File: src/sv/esce_pkg.sv
`default_nettype none

package esce_pkg;

  // Widths fixed by the instruction set
  localparam int INS_W  = 16;
  localparam int OPC_W  = 5;
  localparam int FLD_W  = 3;
  localparam int DATA_W = 8;
  localparam int PC_W   = 8;

  // Core sizing
  localparam int NUM_REGS    = 8;
  localparam int STACK_DEPTH = 16;
  localparam int REG_AW      = (NUM_REGS > 1) ? $clog2(NUM_REGS) : 1;
  localparam int SP_W        = (STACK_DEPTH > 1) ? $clog2(STACK_DEPTH) : 1;

  // Conditional jump selectors held in the sx field
  localparam logic [FLD_W-1:0] JMP_IF_NZ = 3'd5;
  localparam logic [FLD_W-1:0] JMP_IF_Z  = 3'd4;

  // Opcode = instruction bits 15..11
  typedef enum logic [OPC_W-1:0] {
    OP_LOAD_K   = 5'd0,
    OP_OR_K     = 5'd2,
    OP_XOR_K    = 5'd3,
    OP_ADD_K    = 5'd4,
    OP_ADDCY_K  = 5'd5,
    OP_SUB_K    = 5'd6,
    OP_SUBCY_K  = 5'd7,
    OP_LOAD_R   = 5'd8,
    OP_AND_R    = 5'd9,
    OP_OR_R     = 5'd10,
    OP_XOR_R    = 5'd11,
    OP_ADD_R    = 5'd12,
    OP_ADDCY_R  = 5'd13,
    OP_SUB_R    = 5'd14,
    OP_SUBCY_R  = 5'd15,
    OP_AND_K    = 5'd16,
    OP_RETURN   = 5'd18,
    OP_SHIFT    = 5'd20,
    OP_TEST_K   = 5'd21,
    OP_JUMP     = 5'd26,
    OP_CALL     = 5'd27,
    OP_TEST_R   = 5'd29
  } opcode_e;

  // Shift/rotate selector = constant field
  typedef enum logic [DATA_W-1:0] {
    SH_SLA = 8'h00,
    SH_SLX = 8'h02,
    SH_RL  = 8'h04,
    SH_SL0 = 8'h06,
    SH_SL1 = 8'h07,
    SH_SRA = 8'h08,
    SH_SRX = 8'h0A,
    SH_RR  = 8'h0C,
    SH_SR0 = 8'h0E,
    SH_SR1 = 8'h0F
  } shift_sel_e;

  // Register field folded onto the bank size
  function automatic logic [REG_AW-1:0] reg_idx(input logic [FLD_W-1:0] f);
    logic [FLD_W-1:0] v;
    v = f;
    for (int i = 0; i < 3; i++) begin
      if (v >= FLD_W'(NUM_REGS)) begin
        v = v - FLD_W'(NUM_REGS);
      end
    end
    return v[REG_AW-1:0];
  endfunction

  function automatic logic [SP_W-1:0] sp_inc(input logic [SP_W-1:0] sp);
    return (sp == SP_W'(STACK_DEPTH - 1)) ? '0 : sp + 1'b1;
  endfunction

  function automatic logic [SP_W-1:0] sp_dec(input logic [SP_W-1:0] sp);
    return (sp == '0) ? SP_W'(STACK_DEPTH - 1) : sp - 1'b1;
  endfunction

endpackage

`default_nettype wire

File: src/sv/esce_in_if.sv
`default_nettype none

interface esce_in_if;
  logic                         valid;
  logic                         ready;
  logic [esce_pkg::INS_W-1:0]   instruction;

  modport source (output valid, output instruction, input ready);
  modport sink   (input valid, input instruction, output ready);
endinterface

`default_nettype wire

File: src/sv/esce_out_if.sv
`default_nettype none

interface esce_out_if;
  logic                          valid;
  logic                          ready;
  logic [esce_pkg::PC_W-1:0]     next_pc;
  logic [esce_pkg::DATA_W-1:0]   sx_value;
  logic                          zero_out;
  logic                          carry_out;

  modport source (output valid, output next_pc, output sx_value, output zero_out,
                  output carry_out, input ready);
  modport sink   (input valid, input next_pc, input sx_value, input zero_out,
                  input carry_out, output ready);
endinterface

`default_nettype wire

File: src/sv/esce_ram.sv
`default_nettype none

// Simple dual-port RAM, one write and one registered read per cycle
module esce_ram #(
  parameter int WIDTH = 8,
  parameter int DEPTH = 8,
  localparam int AW = (DEPTH > 1) ? $clog2(DEPTH) : 1
) (
  input  wire logic             clk_i,
  input  wire logic             we_i,
  input  wire logic [AW-1:0]    waddr_i,
  input  wire logic [WIDTH-1:0] wdata_i,
  input  wire logic             re_i,
  input  wire logic [AW-1:0]    raddr_i,
  output logic      [WIDTH-1:0] rdata_o
);

  logic [WIDTH-1:0] mem_q [DEPTH];
  logic [WIDTH-1:0] rdata_q;

  always_ff @(posedge clk_i) begin
    if (we_i) begin
      mem_q[waddr_i] <= wdata_i;
    end
  end

  always_ff @(posedge clk_i) begin
    if (re_i) begin
      rdata_q <= mem_q[raddr_i];
    end
  end

  assign rdata_o = rdata_q;

endmodule

`default_nettype wire

File: src/sv/eight_bit_softcore_execute_unit.sv
`default_nettype none

// Execute unit of a small 8-bit core: each item is one 16-bit instruction, and each
// item yields one result (next PC, sx after the step, zero and carry flags). One
// instruction is retired per cycle while result_o.ready holds; an accepted item passes
// from the execute stage register to the output register, from which its result leaves.
// The register bank and the call stack live in
// synchronous RAMs read at the accept edge; the ALU, flag and stack logic runs in the
// execute stage in the following cycle and writes back when the item moves on to the
// output register. A write made at the same edge as the next item's read is forwarded,
// so dependent instructions flow back to back. Registers and stack read as zero until
// first written (per-entry valid bits), so no clearing pass is needed after reset.
// Stack pointer wraps on overflow and underflow; the PC wraps at 256. Input, output,
// interrupt and unknown opcodes only advance the PC.
module eight_bit_softcore_execute_unit (
  input wire logic         clk_i,
  input wire logic         rst_ni,
  esce_in_if.sink          item_i,
  esce_out_if.source       result_o
);

  localparam int DW = esce_pkg::DATA_W;
  localparam int AW = esce_pkg::REG_AW;
  localparam int SW = esce_pkg::SP_W;
  localparam int PW = esce_pkg::PC_W;

  // ---------------------------------------------------------------------------
  // Handshake and stage control
  // ---------------------------------------------------------------------------
  logic in_fire;
  logic s1_go;     // execute stage commits and hands its result on
  logic out_go;

  logic                        s1_vld_q;
  logic [esce_pkg::INS_W-1:0]  s1_ins_q;
  logic [AW-1:0]               s1_x_q;
  logic [AW-1:0]               s1_y_q;
  logic [SW-1:0]               s1_pop_q;

  logic out_vld_q;

  assign s1_go        = s1_vld_q && (!out_vld_q || result_o.ready);
  assign out_go       = out_vld_q && result_o.ready;
  assign item_i.ready = !s1_vld_q || s1_go;
  assign in_fire      = item_i.valid && item_i.ready;

  // ---------------------------------------------------------------------------
  // Architectural state outside the memories
  // ---------------------------------------------------------------------------
  logic [PW-1:0] pc_q;
  logic [SW-1:0] sp_q, sp_d;
  logic          carry_q, carry_d;
  logic          zero_q, zero_d;

  logic [esce_pkg::NUM_REGS-1:0]    reg_vld_q;
  logic [esce_pkg::STACK_DEPTH-1:0] stk_vld_q;

  // Last writes, forwarded to a read issued at the same edge
  logic          rf_fwd_vld_q;
  logic [AW-1:0] rf_fwd_addr_q;
  logic [DW-1:0] rf_fwd_data_q;
  logic          stk_fwd_vld_q;
  logic [SW-1:0] stk_fwd_addr_q;
  logic [PW-1:0] stk_fwd_data_q;

  // ---------------------------------------------------------------------------
  // Read addresses at accept
  // ---------------------------------------------------------------------------
  logic [AW-1:0] in_x, in_y;
  logic [SW-1:0] sp_cur;
  logic [SW-1:0] pop_addr;

  assign in_x = esce_pkg::reg_idx(item_i.instruction[10:8]);
  assign in_y = esce_pkg::reg_idx(item_i.instruction[7:5]);
  // pointer as the execute stage will see it: include the commit at this edge
  assign sp_cur   = s1_go ? sp_d : sp_q;
  assign pop_addr = esce_pkg::sp_dec(sp_cur);

  // ---------------------------------------------------------------------------
  // Memories: two copies of the bank (sx and sy ports) and the call stack
  // ---------------------------------------------------------------------------
  logic          rf_we;
  logic [DW-1:0] rf_wdata;
  logic          stk_we;
  logic [DW-1:0] rf_x_rdata, rf_y_rdata;
  logic [PW-1:0] stk_rdata;

  esce_ram #(.WIDTH(DW), .DEPTH(esce_pkg::NUM_REGS)) u_rf_x (
    .clk_i   (clk_i),
    .we_i    (rf_we),
    .waddr_i (s1_x_q),
    .wdata_i (rf_wdata),
    .re_i    (in_fire),
    .raddr_i (in_x),
    .rdata_o (rf_x_rdata)
  );

  esce_ram #(.WIDTH(DW), .DEPTH(esce_pkg::NUM_REGS)) u_rf_y (
    .clk_i   (clk_i),
    .we_i    (rf_we),
    .waddr_i (s1_x_q),
    .wdata_i (rf_wdata),
    .re_i    (in_fire),
    .raddr_i (in_y),
    .rdata_o (rf_y_rdata)
  );

  esce_ram #(.WIDTH(PW), .DEPTH(esce_pkg::STACK_DEPTH)) u_stack (
    .clk_i   (clk_i),
    .we_i    (stk_we),
    .waddr_i (sp_q),
    .wdata_i (pc_q),
    .re_i    (in_fire),
    .raddr_i (pop_addr),
    .rdata_o (stk_rdata)
  );

  // ---------------------------------------------------------------------------
  // Operand select: forward, else memory if written, else reset value
  // ---------------------------------------------------------------------------
  logic [DW-1:0] op_a, op_b;
  logic [PW-1:0] op_ret;

  always_comb begin
    if (rf_fwd_vld_q && rf_fwd_addr_q == s1_x_q) begin
      op_a = rf_fwd_data_q;
    end else begin
      op_a = reg_vld_q[s1_x_q] ? rf_x_rdata : '0;
    end
    if (rf_fwd_vld_q && rf_fwd_addr_q == s1_y_q) begin
      op_b = rf_fwd_data_q;
    end else begin
      op_b = reg_vld_q[s1_y_q] ? rf_y_rdata : '0;
    end
    if (stk_fwd_vld_q && stk_fwd_addr_q == s1_pop_q) begin
      op_ret = stk_fwd_data_q;
    end else begin
      op_ret = stk_vld_q[s1_pop_q] ? stk_rdata : '0;
    end
  end

  // ---------------------------------------------------------------------------
  // Execute
  // ---------------------------------------------------------------------------
  esce_pkg::opcode_e    opc;
  esce_pkg::shift_sel_e sh_sel;
  logic [DW-1:0]        k_val;
  logic [DW-1:0]        src;     // constant or sy, per instruction bit 14
  logic                 cin;
  logic [DW:0]          sum;
  logic [DW:0]          sub_rhs;
  logic [DW-1:0]        logic_res;
  logic                 r_we;
  logic [DW-1:0]        r_val;
  logic                 push;
  logic [PW-1:0]        npc;

  assign opc     = esce_pkg::opcode_e'(s1_ins_q[15:11]);
  assign sh_sel  = esce_pkg::shift_sel_e'(s1_ins_q[7:0]);
  assign k_val   = s1_ins_q[7:0];
  assign src     = s1_ins_q[14] ? op_b : k_val;
  assign cin     = s1_ins_q[11] && carry_q;   // addcy/subcy take the old carry
  assign sum     = {1'b0, op_a} + {1'b0, src} + {{DW{1'b0}}, cin};
  assign sub_rhs = {1'b0, src} + {{DW{1'b0}}, cin};

  always_comb begin
    logic_res = op_a & src;
    case (opc)
      esce_pkg::OP_OR_K, esce_pkg::OP_OR_R:   logic_res = op_a | src;
      esce_pkg::OP_XOR_K, esce_pkg::OP_XOR_R: logic_res = op_a ^ src;
      default:                                logic_res = op_a & src;
    endcase
  end

  always_comb begin
    r_we    = 1'b0;
    r_val   = op_a;
    carry_d = carry_q;
    zero_d  = zero_q;
    sp_d    = sp_q;
    push    = 1'b0;
    npc     = pc_q + 1'b1;

    unique case (opc)
      esce_pkg::OP_LOAD_K: begin
        r_we  = 1'b1;
        r_val = k_val;
      end
      esce_pkg::OP_LOAD_R: begin
        r_we  = 1'b1;
        r_val = op_b;
      end
      esce_pkg::OP_AND_K, esce_pkg::OP_AND_R,
      esce_pkg::OP_OR_K, esce_pkg::OP_OR_R,
      esce_pkg::OP_XOR_K, esce_pkg::OP_XOR_R: begin
        r_we    = 1'b1;
        r_val   = logic_res;
        zero_d  = (logic_res == '0);
        carry_d = 1'b0;
      end
      esce_pkg::OP_ADD_K, esce_pkg::OP_ADD_R,
      esce_pkg::OP_ADDCY_K, esce_pkg::OP_ADDCY_R: begin
        r_we    = 1'b1;
        r_val   = sum[DW-1:0];
        carry_d = sum[DW];
        zero_d  = (sum[DW-1:0] == '0);
      end
      esce_pkg::OP_SUB_K, esce_pkg::OP_SUB_R,
      esce_pkg::OP_SUBCY_K, esce_pkg::OP_SUBCY_R: begin
        r_we    = 1'b1;
        r_val   = op_a - sub_rhs[DW-1:0];
        carry_d = ({1'b0, op_a} < sub_rhs);   // borrow
        zero_d  = ((op_a - sub_rhs[DW-1:0]) == '0);
      end
      esce_pkg::OP_TEST_K, esce_pkg::OP_TEST_R: begin
        zero_d  = ((op_a & src) == '0);
        carry_d = ^(op_a & src);              // odd parity
      end
      esce_pkg::OP_SHIFT: begin
        r_we = 1'b1;
        case (sh_sel)
          esce_pkg::SH_RL:  begin r_val = {op_a[DW-2:0], op_a[DW-1]}; carry_d = op_a[DW-1]; end
          esce_pkg::SH_RR:  begin r_val = {op_a[0], op_a[DW-1:1]};    carry_d = op_a[0];    end
          esce_pkg::SH_SL0: begin r_val = {op_a[DW-2:0], 1'b0};       carry_d = op_a[DW-1]; end
          esce_pkg::SH_SL1: begin r_val = {op_a[DW-2:0], 1'b1};       carry_d = op_a[DW-1]; end
          esce_pkg::SH_SLA: begin r_val = {op_a[DW-2:0], carry_q};    carry_d = op_a[DW-1]; end
          esce_pkg::SH_SLX: begin r_val = {op_a[DW-2:0], op_a[0]};    carry_d = op_a[DW-1]; end
          esce_pkg::SH_SR0: begin r_val = {1'b0, op_a[DW-1:1]};       carry_d = op_a[0];    end
          esce_pkg::SH_SR1: begin r_val = {1'b1, op_a[DW-1:1]};       carry_d = op_a[0];    end
          esce_pkg::SH_SRA: begin r_val = {carry_q, op_a[DW-1:1]};    carry_d = op_a[0];    end
          esce_pkg::SH_SRX: begin r_val = {op_a[DW-1], op_a[DW-1:1]}; carry_d = op_a[0];    end
          default: begin
            // unknown selector: register and carry kept
            r_val = op_a;
          end
        endcase
        zero_d = (r_val == '0);
      end
      esce_pkg::OP_JUMP: begin
        if (s1_ins_q[10:8] == esce_pkg::JMP_IF_NZ) begin
          if (!zero_q) npc = k_val;
        end else if (s1_ins_q[10:8] == esce_pkg::JMP_IF_Z) begin
          if (zero_q) npc = k_val;
        end else begin
          npc = k_val;
        end
      end
      esce_pkg::OP_CALL: begin
        push = 1'b1;
        sp_d = esce_pkg::sp_inc(sp_q);
        npc  = k_val;
      end
      esce_pkg::OP_RETURN: begin
        sp_d = esce_pkg::sp_dec(sp_q);
        npc  = op_ret + 1'b1;
      end
      default: begin
        // I/O, interrupt and unknown opcodes: PC advance only
      end
    endcase
  end

  assign rf_we    = s1_go && r_we;
  assign rf_wdata = r_val;
  assign stk_we   = s1_go && push;

  // ---------------------------------------------------------------------------
  // Registers
  // ---------------------------------------------------------------------------
  always_ff @(posedge clk_i or negedge rst_ni) begin
    if (!rst_ni) begin
      s1_vld_q      <= 1'b0;
      out_vld_q     <= 1'b0;
      pc_q          <= '0;
      sp_q          <= '0;
      carry_q       <= 1'b0;
      zero_q        <= 1'b0;
      reg_vld_q     <= '0;
      stk_vld_q     <= '0;
      rf_fwd_vld_q  <= 1'b0;
      stk_fwd_vld_q <= 1'b0;
    end else begin
      if (in_fire) begin
        s1_vld_q <= 1'b1;
      end else if (s1_go) begin
        s1_vld_q <= 1'b0;
      end
      if (s1_go) begin
        out_vld_q <= 1'b1;
      end else if (out_go) begin
        out_vld_q <= 1'b0;
      end
      if (s1_go) begin
        pc_q    <= npc;
        sp_q    <= sp_d;
        carry_q <= carry_d;
        zero_q  <= zero_d;
      end
      if (rf_we) begin
        reg_vld_q[s1_x_q] <= 1'b1;
        rf_fwd_vld_q      <= 1'b1;
      end
      if (stk_we) begin
        stk_vld_q[sp_q] <= 1'b1;
        stk_fwd_vld_q   <= 1'b1;
      end
    end
  end

  // Payload registers
  always_ff @(posedge clk_i) begin
    if (in_fire) begin
      s1_ins_q <= item_i.instruction;
      s1_x_q   <= in_x;
      s1_y_q   <= in_y;
      s1_pop_q <= pop_addr;
    end
    if (rf_we) begin
      rf_fwd_addr_q <= s1_x_q;
      rf_fwd_data_q <= rf_wdata;
    end
    if (stk_we) begin
      stk_fwd_addr_q <= sp_q;
      stk_fwd_data_q <= pc_q;
    end
    if (s1_go) begin
      result_o.next_pc   <= npc;
      result_o.sx_value  <= r_we ? r_val : op_a;
      result_o.zero_out  <= zero_d;
      result_o.carry_out <= carry_d;
    end
  end

  assign result_o.valid = out_vld_q;

endmodule

`default_nettype wire
File: src/flat_wrapper.sv
// flat-port wrapper written by rule: the top's interface ports become plain ports
module eight_bit_softcore_execute_unit_flat 
  (clk_i, rst_ni, item_i_valid, item_i_instruction, item_i_ready, result_o_valid, result_o_next_pc, result_o_sx_value, result_o_zero_out, result_o_carry_out, result_o_ready);
  esce_in_if item_i_i ();
  esce_out_if result_o_i ();
  input wire logic clk_i;
  input wire logic rst_ni;
  input wire logic [$bits(item_i_i.valid)-1:0] item_i_valid;
  input wire logic [$bits(item_i_i.instruction)-1:0] item_i_instruction;
  output wire logic [$bits(item_i_i.ready)-1:0] item_i_ready;
  output wire logic [$bits(result_o_i.valid)-1:0] result_o_valid;
  output wire logic [$bits(result_o_i.next_pc)-1:0] result_o_next_pc;
  output wire logic [$bits(result_o_i.sx_value)-1:0] result_o_sx_value;
  output wire logic [$bits(result_o_i.zero_out)-1:0] result_o_zero_out;
  output wire logic [$bits(result_o_i.carry_out)-1:0] result_o_carry_out;
  input wire logic [$bits(result_o_i.ready)-1:0] result_o_ready;
  assign item_i_i.valid = item_i_valid;
  assign item_i_i.instruction = item_i_instruction;
  assign item_i_ready = item_i_i.ready;
  assign result_o_valid = result_o_i.valid;
  assign result_o_next_pc = result_o_i.next_pc;
  assign result_o_sx_value = result_o_i.sx_value;
  assign result_o_zero_out = result_o_i.zero_out;
  assign result_o_carry_out = result_o_i.carry_out;
  assign result_o_i.ready = result_o_ready;
  eight_bit_softcore_execute_unit u_core (.clk_i(clk_i), .rst_ni(rst_ni), .item_i(item_i_i), .result_o(result_o_i));
endmodule
File: config.mk
export PLATFORM = sky130hd
export DESIGN_NAME = eight_bit_softcore_execute_unit_flat
export DESIGN_NICKNAME = d
export VERILOG_FILES = /design/src/sv/esce_pkg.sv /design/src/sv/esce_in_if.sv /design/src/sv/esce_out_if.sv /design/src/sv/esce_ram.sv /design/src/sv/eight_bit_softcore_execute_unit.sv /design/src/flat_wrapper.sv
export SDC_FILE = /design/constraint.sdc
export NUM_CORES = 1
export LEC_CHECK = 0
export BUFFER_PORTS_ARGS = -buffer_cell sky130_fd_sc_hd__buf_4
export CORE_ASPECT_RATIO = 0.8
export CORE_UTILIZATION = 47
export CTS_CLUSTER_SIZE = 20
export DETAILED_ROUTE_END_ITERATION = 8
export SYNTH_ARGS = -nofsm -noshare
export SYNTH_HDL_FRONTEND = slang
export SYNTH_SLANG_ARGS = --single-unit
File: constraint.sdc
create_clock -name clk_i -period 5.4 [get_ports clk_i]
set_input_delay 1.35 -clock clk_i [delete_from_list [all_inputs] [get_ports clk_i]]
set_output_delay 1.35 -clock clk_i [all_outputs]
set_load 0.01 [all_outputs]
==> results.md, run 1 <==
* Area delta synth->final at 11.5%
* Synth top area share at 0.513
* Starting density of the core at 0.480
* Share of layout cells above drive strength 1 at 0.204
* # setup viols final at 0
* CP endpoint kind: flop
* Clock Path Buffers at 3
* Fin nets at about 1,300
* Clk_lat worst skew at 0.53 ns
* Placer congestion estimate at ~1
* Sequential share of the synthesized area at 0.577
* Setup CP Type: reg2reg
* Fill cells at approximately 2,800
* Power Total at around 8.1 mW
* Leak at ~6.6 nW
* Die area at approximately 0.035 mm²
* Count leader, synth: edfxtp_1
* RR Startpoint: u_core.s1_y_q[1]
* MaxCap Viol Count at 0
* Number of global-route vias before repair at around 10,000
* CTS root buffer: clkbuf_16
* H-tree Lvls at 2
* Antenna Cells at 0
* Final ANT Viol Nets at 0
* M3 GR Usage at 0.0500
* Peak supply drop at ~0.27 mV
* Initial antenna violation count at 1
* Min-Delay Endpoint: u_core.stk_vld_q[13]
* CTS tree: yes
* GR peak layer: met1
* M2 GR Usage at 0.341
* Initial DRT Pass Iterations at 5
* Post-Layout Cell Count at 1,735
* Power Density at 448 mW/mm²
* Synthesized area at approximately 0.016 mm²
* Post-Syn Nets at ~1,300
* Post-synth EDFFs at between 200 and 300
* Min Tclk post-route at ~5 ns
* GR Layer Usage met1 at 0.397
* Number of remaining DRC errors at 0
* Skew final at 0.0230 ns
* Crit-path cells: buf_4 > xnor2_1 > and4_1 > nand4b_1 > o211a_1 > inv_1 > ha_1 > ha_1 > inv_1 > ha_1 > nor2b_1 > o21ai_0 > nand2b_1 > xnor2_1 > o22ai_1 > a2111oi_1 > buf_4 > a21oi_1 > a2bb2oi_1 > buf_4
* Warning count from the yosys run at 0
* Worst hold path depth at 1
* Number of buffers created by CTS at 34
* Startpoint Class: flop
* Yosys top cell by area: edfxtp_1
* Hold bufs inserted after CTS at 0
* Post-synth ARST share at 0.132
* Post-synth top cells: 277 x edfxtp_1, 87 x nand2_1, 55 x nor2_1
* Syn Inst Count at between 1,000 and 1,500
* Slew Limit Headroom at 0.159
* GRT Total Usage at 0.248
* Ranking of synthesized cells by area: edfxtp_1 51%, dfrtp_1 6.5%, mux4_2 5.3%
* Clk sinks at about 320
* Largest net degree at the start of global routing at 43
* Clock transition at the registers of the reported paths at approximately 0.06 ns
* First-pass GRT wire length at roughly 65 mm
* Routed wire length at between 40 and 50 mm
* Largest fanout on the critical path at 14
* Top FF cell, synth: edfxtp_1
* RSZ-0062 raised after global routing: false
* Vias per inst at just over 6
* Routed length per instance at around 25 µm
* WP data required at between 5 and 6 ns
* Rows at 60
* Arrival time at the worst endpoint at between 5 and 6 ns
* Largest stage delay, worst path at approximately 0.6 ns
* FF-to-FF path depth at 20
* Cell variety after synth at slightly above 100
* Total setup buffers inserted after CTS at 0
* Core ar. at between 0.03 and 0.04 mm²
* Placed Cells at approximately 1,700
* Ports at 40
* Worst min-delay path category: reg2reg
* Hold Crit Start: u_core.stk_vld_q[13]
* Avg Inst Size Synth at between 10 and 15 µm²
* Fin crit share at 0.926
* Remaining Overflow, GRT at 0
* HPWL after DPL at slightly above 30 mm
* Outcome: complete, no violations
* Input/output buffers at 39
* Max Fclk at 0.200 GHz
* TNS Setup at 0 ns
* Die Ht at approximately 170 µm
* R2R Setup Slk at approximately 0.4 ns
* Die X-Extent at between 200 and 250 µm
* Iter 0 DRT Violations at 1,200
* Tightest Pin Transition at between 1 and 1.5 ns
* Slew Viols, Final at 0
* CTS resizes at 0
* #FFs+latches synth at 319
* Critical path's slowest cell: a2111oi_1
* Via Count at roughly 11,000
* Final hold vios at 0
* Crit Reg-Reg Endpoint: u_core.u_rf_y.mem_q[6][3]
==> cell families after synthesis <==
kind of cell               count (synthesis)  share of synthesized area
DFF                                      319                      0.577
AOI/OAI and AO/OA                        270                      0.125
adders and majority gates                 39                     0.0315
muxes                                    111                      0.101
and+or+nand+nor                          318                      0.107
xor gates and xnor gates                  46                     0.0261
buffers and inverters                    120                     0.0323
==> worst max-delay path by stage <==
stage                          start                         to  slack, ns  depth (start not counted)
floorplan             result_o_ready  u_core.u_stack.rdata_o[1]       0.92                         13
global placement    u_core.s1_y_q[1]  u_core.u_rf_y.mem_q[3][3]       0.62                         20
detailed placement  u_core.s1_y_q[1]  u_core.u_rf_y.mem_q[4][3]       0.54                         20
CTS                 u_core.s1_y_q[1]  u_core.u_rf_y.mem_q[6][3]       0.50                         20
global route        u_core.s1_y_q[1]  u_core.u_rf_y.mem_q[3][3]       0.25                         20
finish              u_core.s1_y_q[1]  u_core.u_rf_y.mem_q[6][3]       0.40                         20
==> cells in the final DEF (no fill, tap or decap), types with 9 or more instances in the layout <==
cell type and instances:
edfxtp_1 277, nand2_1 87, buf_4 80, nor2_1 55, inv_1 51, a21oi_1 45
mux2i_1 44, dfrtp_1 42, o21ai_0 40, mux4_2 38, ha_1 36, clkbuf_16 35
xnor2_1 31, or2_2 27, mux2_2 26, nand3_1 26, a211oi_1 19, nor3_1 18
o211ai_1 18, a22oi_1 16, o2bb2ai_1 16, and3_1 15, o22ai_1 13, xor2_1 13
nand2b_1 11, clkinv_1 10, a221o_1 10, a31oi_1 9
==> critical path: cells and delay by family, from the launching register on <==
family / cells / cell delay (ns)
compound gates: 6 / 1.52
flops: 1 / 0.47
simple gates: 4 / 0.87
buf+inv: 5 / 0.75
fa+ha+maj: 3 / 0.79
xor+xnor: 2 / 0.35
==> registers in the layout (all words and copies together), names as in the netlist, 12 cells and up <==
register,cells
u_core.u_stack.mem_q,128
u_core.u_rf_y.mem_q,64
u_core.s1_ins_q,12
u_core.stk_vld_q,16
==> report_power, final <==
part | switching (mW) | internal [mW]
logic | 1.50 | 0.978
registers | 0.379 | 3.07
clock network | 0.974 | 1.20
total | 2.86 | 5.25
==> metrics by stage <==
stage / utilization / setup slack, ns / hold slack [ns] / area (µm²)
2_1_floorplan: - / 0.921 / 0.421 / 16200
3_3_place_gp: 0.505 / 0.615 / 0.447 / 17100
3_5_place_dp: 0.505 / 0.538 / 0.455 / 17100
4_1_cts: 0.536 / 0.497 / 0.469 / 18100
5_1_grt: 0.536 / 0.247 / 0.486 / 18100
6_report: 0.536 / 0.399 / 0.465 / 18100
==> final cells by class <==
type / count / area (µm²) / area share
Timing Repair Buffer: 80 / 601 / 0.0332
Tap cell: 434 / 543 / 0.0300
Inverter: 57 / 214 / 0.0118
Clock inverter: 21 / 126 / 0.00698
Multi-Input combinational cell: 784 / 6340 / 0.351
Clock buffer: 40 / 895 / 0.0494
Sequential cell: 319 / 9370 / 0.518
==> layer usage <==
metal  vias to the layer above  share of wire
met4                         0          0.017
met3                        47          0.097
met1                      5395           0.48
met5                         -              0
li1                       4857              -
met2                       511           0.40
Power figures use the tool's default switching activity.
==> inputs of run 2 (changes only) <==
Settings changed: REMOVE_ABC_BUFFERS set to 1.
==> results.md, run 2 (synthesis gave the netlist of run 1 again) <==
* Routed length per instance at 24.7 µm (-1.3%)
* Hold bufs inserted after CTS at 0 (unchanged)
* Internal Power at 5.55 mW (+5.7%)
* Iter 0 DRT Violations at 1,190 (-0.83%)
* Power Density at 460 mW/mm² (+2.6%)
* Leading cell type in the layout, fill and taps excluded: edfxtp_1
* Clock power frac at 0.297 (+0.029)
* Placed Cells at 1,667 (-0.42%)
* Leak at 6.66 nW (+0.75%)
* Power Total at 8.37 mW (+3.3%)
* Outcome: complete, no violations
* Largest fanout on the critical path at 9 (-5)
* Most flops, register: u_core.u_stack.mem_q
* Clk sinks at 319 (unchanged)
* Placer congestion estimate at 0.945 (-4.0%)
* Initial antenna violation count at 0 (-1)
* Share of layout cells above drive strength 1 at 0.204 (about the same)
* Antenna Cells at 0 (unchanged)
* CP endpoint kind: flop
* First-pass GRT wire length at 64.8 mm (-0.25%)
* Most frequent cells in the layout: 277 x edfxtp_1, 87 x nand2_1, 73 x buf_4
* RSZ-0062 raised after global routing: false
* Clock transition at the registers of the reported paths at 0.06 ns (about the same)
* Fin nets at 1,328 (-0.52%)
* Logic pwr share at 0.293 (-0.013)
* CTS tree: yes
* Switching Fraction at 0.337 (-0.0151)
* Ports at 40 (unchanged)
* Via Count at 10,800 (-0.52%)
* Die Ht at 168 µm (unchanged)
* Worst min-delay path category: reg2reg
* Number of remaining DRC errors at 0 (unchanged)
* Final WS setup at 0.346 ns (-0.0530 ns)
* Fill cells at 2,819 (+0.21%)
* Rows at 60 (unchanged)
* Arrival time at the worst endpoint at 5.24 ns (-0.03 ns)
* Routed wire length at 42.6 mm (-1.6%)
* Setup CP Type: reg2reg
* Skew final at 0.0327 ns (+0.00976 ns)
* Fin util at 0.539 (+0.00374)
* GRT Total Usage at 0.246 (-0.00209)
* Area delta synth->final at 12.3%
* Tightest Pin Transition at 1.09 ns (-0.173 ns)
* Die X-Extent at 210 µm (unchanged)
* CTS resizes at 0 (unchanged)
* Vias per inst at 6.22 (-0.17%)
* Final ANT Viol Nets at 0 (unchanged)
* Peak supply drop at 0.297 mV (+11%)
* Number of global-route vias before repair at 10,300 (-0.50%)
* # setup viols final at 0 (unchanged)
* Input/output buffers at 39 (unchanged)
* Slew Viols, Final at 0 (unchanged)
* Largest regs: u_core.u_stack.mem_q: 128 flops, u_core.u_rf_y.mem_q: 64 flops, u_core.stk_vld_q: 16 flops
* Number of buffers created by CTS at 34 (unchanged)
* Core ar. at 0.0338 mm² (unchanged)
* TNS Setup at 0 ns (unchanged)
* Starting density of the core at 0.480 (unchanged)
* Startpoint Class: flop
* Area after DPL at 0.0170 mm² (-0.31%)
* MaxCap Viol Count at 0 (unchanged)
* Sw power at 2.82 mW (-1.1%)
* Min Tclk post-route at 5.05 ns (+0.0530 ns)
* Final hold vios at 0 (unchanged)
* Die area at 0.0353 mm² (unchanged)
* H-tree Lvls at 2 (unchanged)
* Post-Layout Cell Count at 1,729 (-0.35%)
* Largest register FFs at 128 (unchanged)
* HPWL after DPL at 30.1 mm (-1.4%)
* Min Hold Slack at 0.460 ns (-0.00570 ns)
* WP data required at 5.59 ns (-0.08 ns)
* Clock Path Buffers at 3 (unchanged)
* Largest net degree at the start of global routing at 45 (+4.7%)
* Max Fclk at 0.198 GHz (-1.0%)
* Fin area at 0.0182 mm² (+0.70%)
* Pre-CTS setup slack at 0.389 ns (-0.149 ns)
* Clk_lat worst skew at 0.53 ns (about the same)
* Slew Limit Headroom at 0.273 (+0.114)
* Initial DRT Pass Iterations at 6 (+1)
* Total setup buffers inserted after CTS at 0 (unchanged)
* Fin crit share at 0.936 (+0.00982)
* CTS root buffer: clkbuf_16
* Remaining Overflow, GRT at 0 (unchanged)
* Seq pwr share at 0.410 (-0.016)
[run 2: changes by cell type in the layout (fill, tap and decap cells not counted), sizes merged]
cell / delta
inv: -1
clkinv: -5
clkinvlp: -1
buf: -7
bufinv: +6
clkbuf: +2
[run 2: worst paths after layout]
path	from	end	slack, ns	depth (start not counted)
setup / recovery	u_core.s1_ins_q[7]	u_core.u_rf_y.mem_q[0][4]	0.35	17
hold / removal	u_core.stk_vld_q[14]	u_core.stk_vld_q[14]	0.46	1
setup reg to reg	u_core.s1_ins_q[7]	u_core.u_rf_y.mem_q[0][4]	0.35	17
hold reg to reg	u_core.stk_vld_q[14]	u_core.stk_vld_q[14]	0.46	1
max in group asynchronous	rst_ni	u_core.stk_vld_q[13]	4.12	1
min in group asynchronous	rst_ni	u_core.pc_q[4]	0.82	1
[run 2: per-layer routing]
layer / up-vias / routed length (µm) / GRT usage
met5: - / 0 / 0
met4: 0 / 570 / 0.0473
met3: 46 / 3950 / 0.0595
met2: 476 / 16900 / 0.322
met1: 5399 / 21200 / 0.406
li1: 4833 / - / -
[run 2: final cells by class]
type | instances | area [µm²] | area share
Inverter | 57 | 214 | 0.0117
Clock inverter | 20 | 278 | 0.0152
Timing Repair Buffer | 73 | 548 | 0.0301
Clock buffer | 42 | 922 | 0.0506
Tap cell | 434 | 543 | 0.0298
Sequential cell | 319 | 9370 | 0.514
Multi-Input combinational cell | 784 | 6340 | 0.348
[run 2: critical path, stage by stage, from the launching register on]
cell and delay, ns:
edfxtp_1 0.59, mux4_2 0.37, mux2_2 0.33, nor2b_1 0.16, a22oi_1 0.32, a21oi_1 0.22
ha_1 0.28, inv_1 0.08, xnor2_1 0.12, ha_1 0.28, nor2b_1 0.14, o21ai_0 0.14
nand2b_1 0.11, xnor2_1 0.18, o221ai_1 0.20, a221oi_1 0.11, a21oi_1 0.26, a2bb2oi_1 0.80
[run 2: power by group through the flow]
| stage | logic (mW) | registers, mW | clock network [mW] |
|---|---|---|---|
| floorplan | 1.61 | 3.32 | 0 |
| global placement | 2.38 | 3.47 | 0 |
| detailed placement | 2.39 | 3.47 | 0 |
| CTS | 2.40 | 3.42 | 2.53 |
| global route | 2.64 | 3.46 | 2.62 |
| finish | 2.45 | 3.43 | 2.49 |
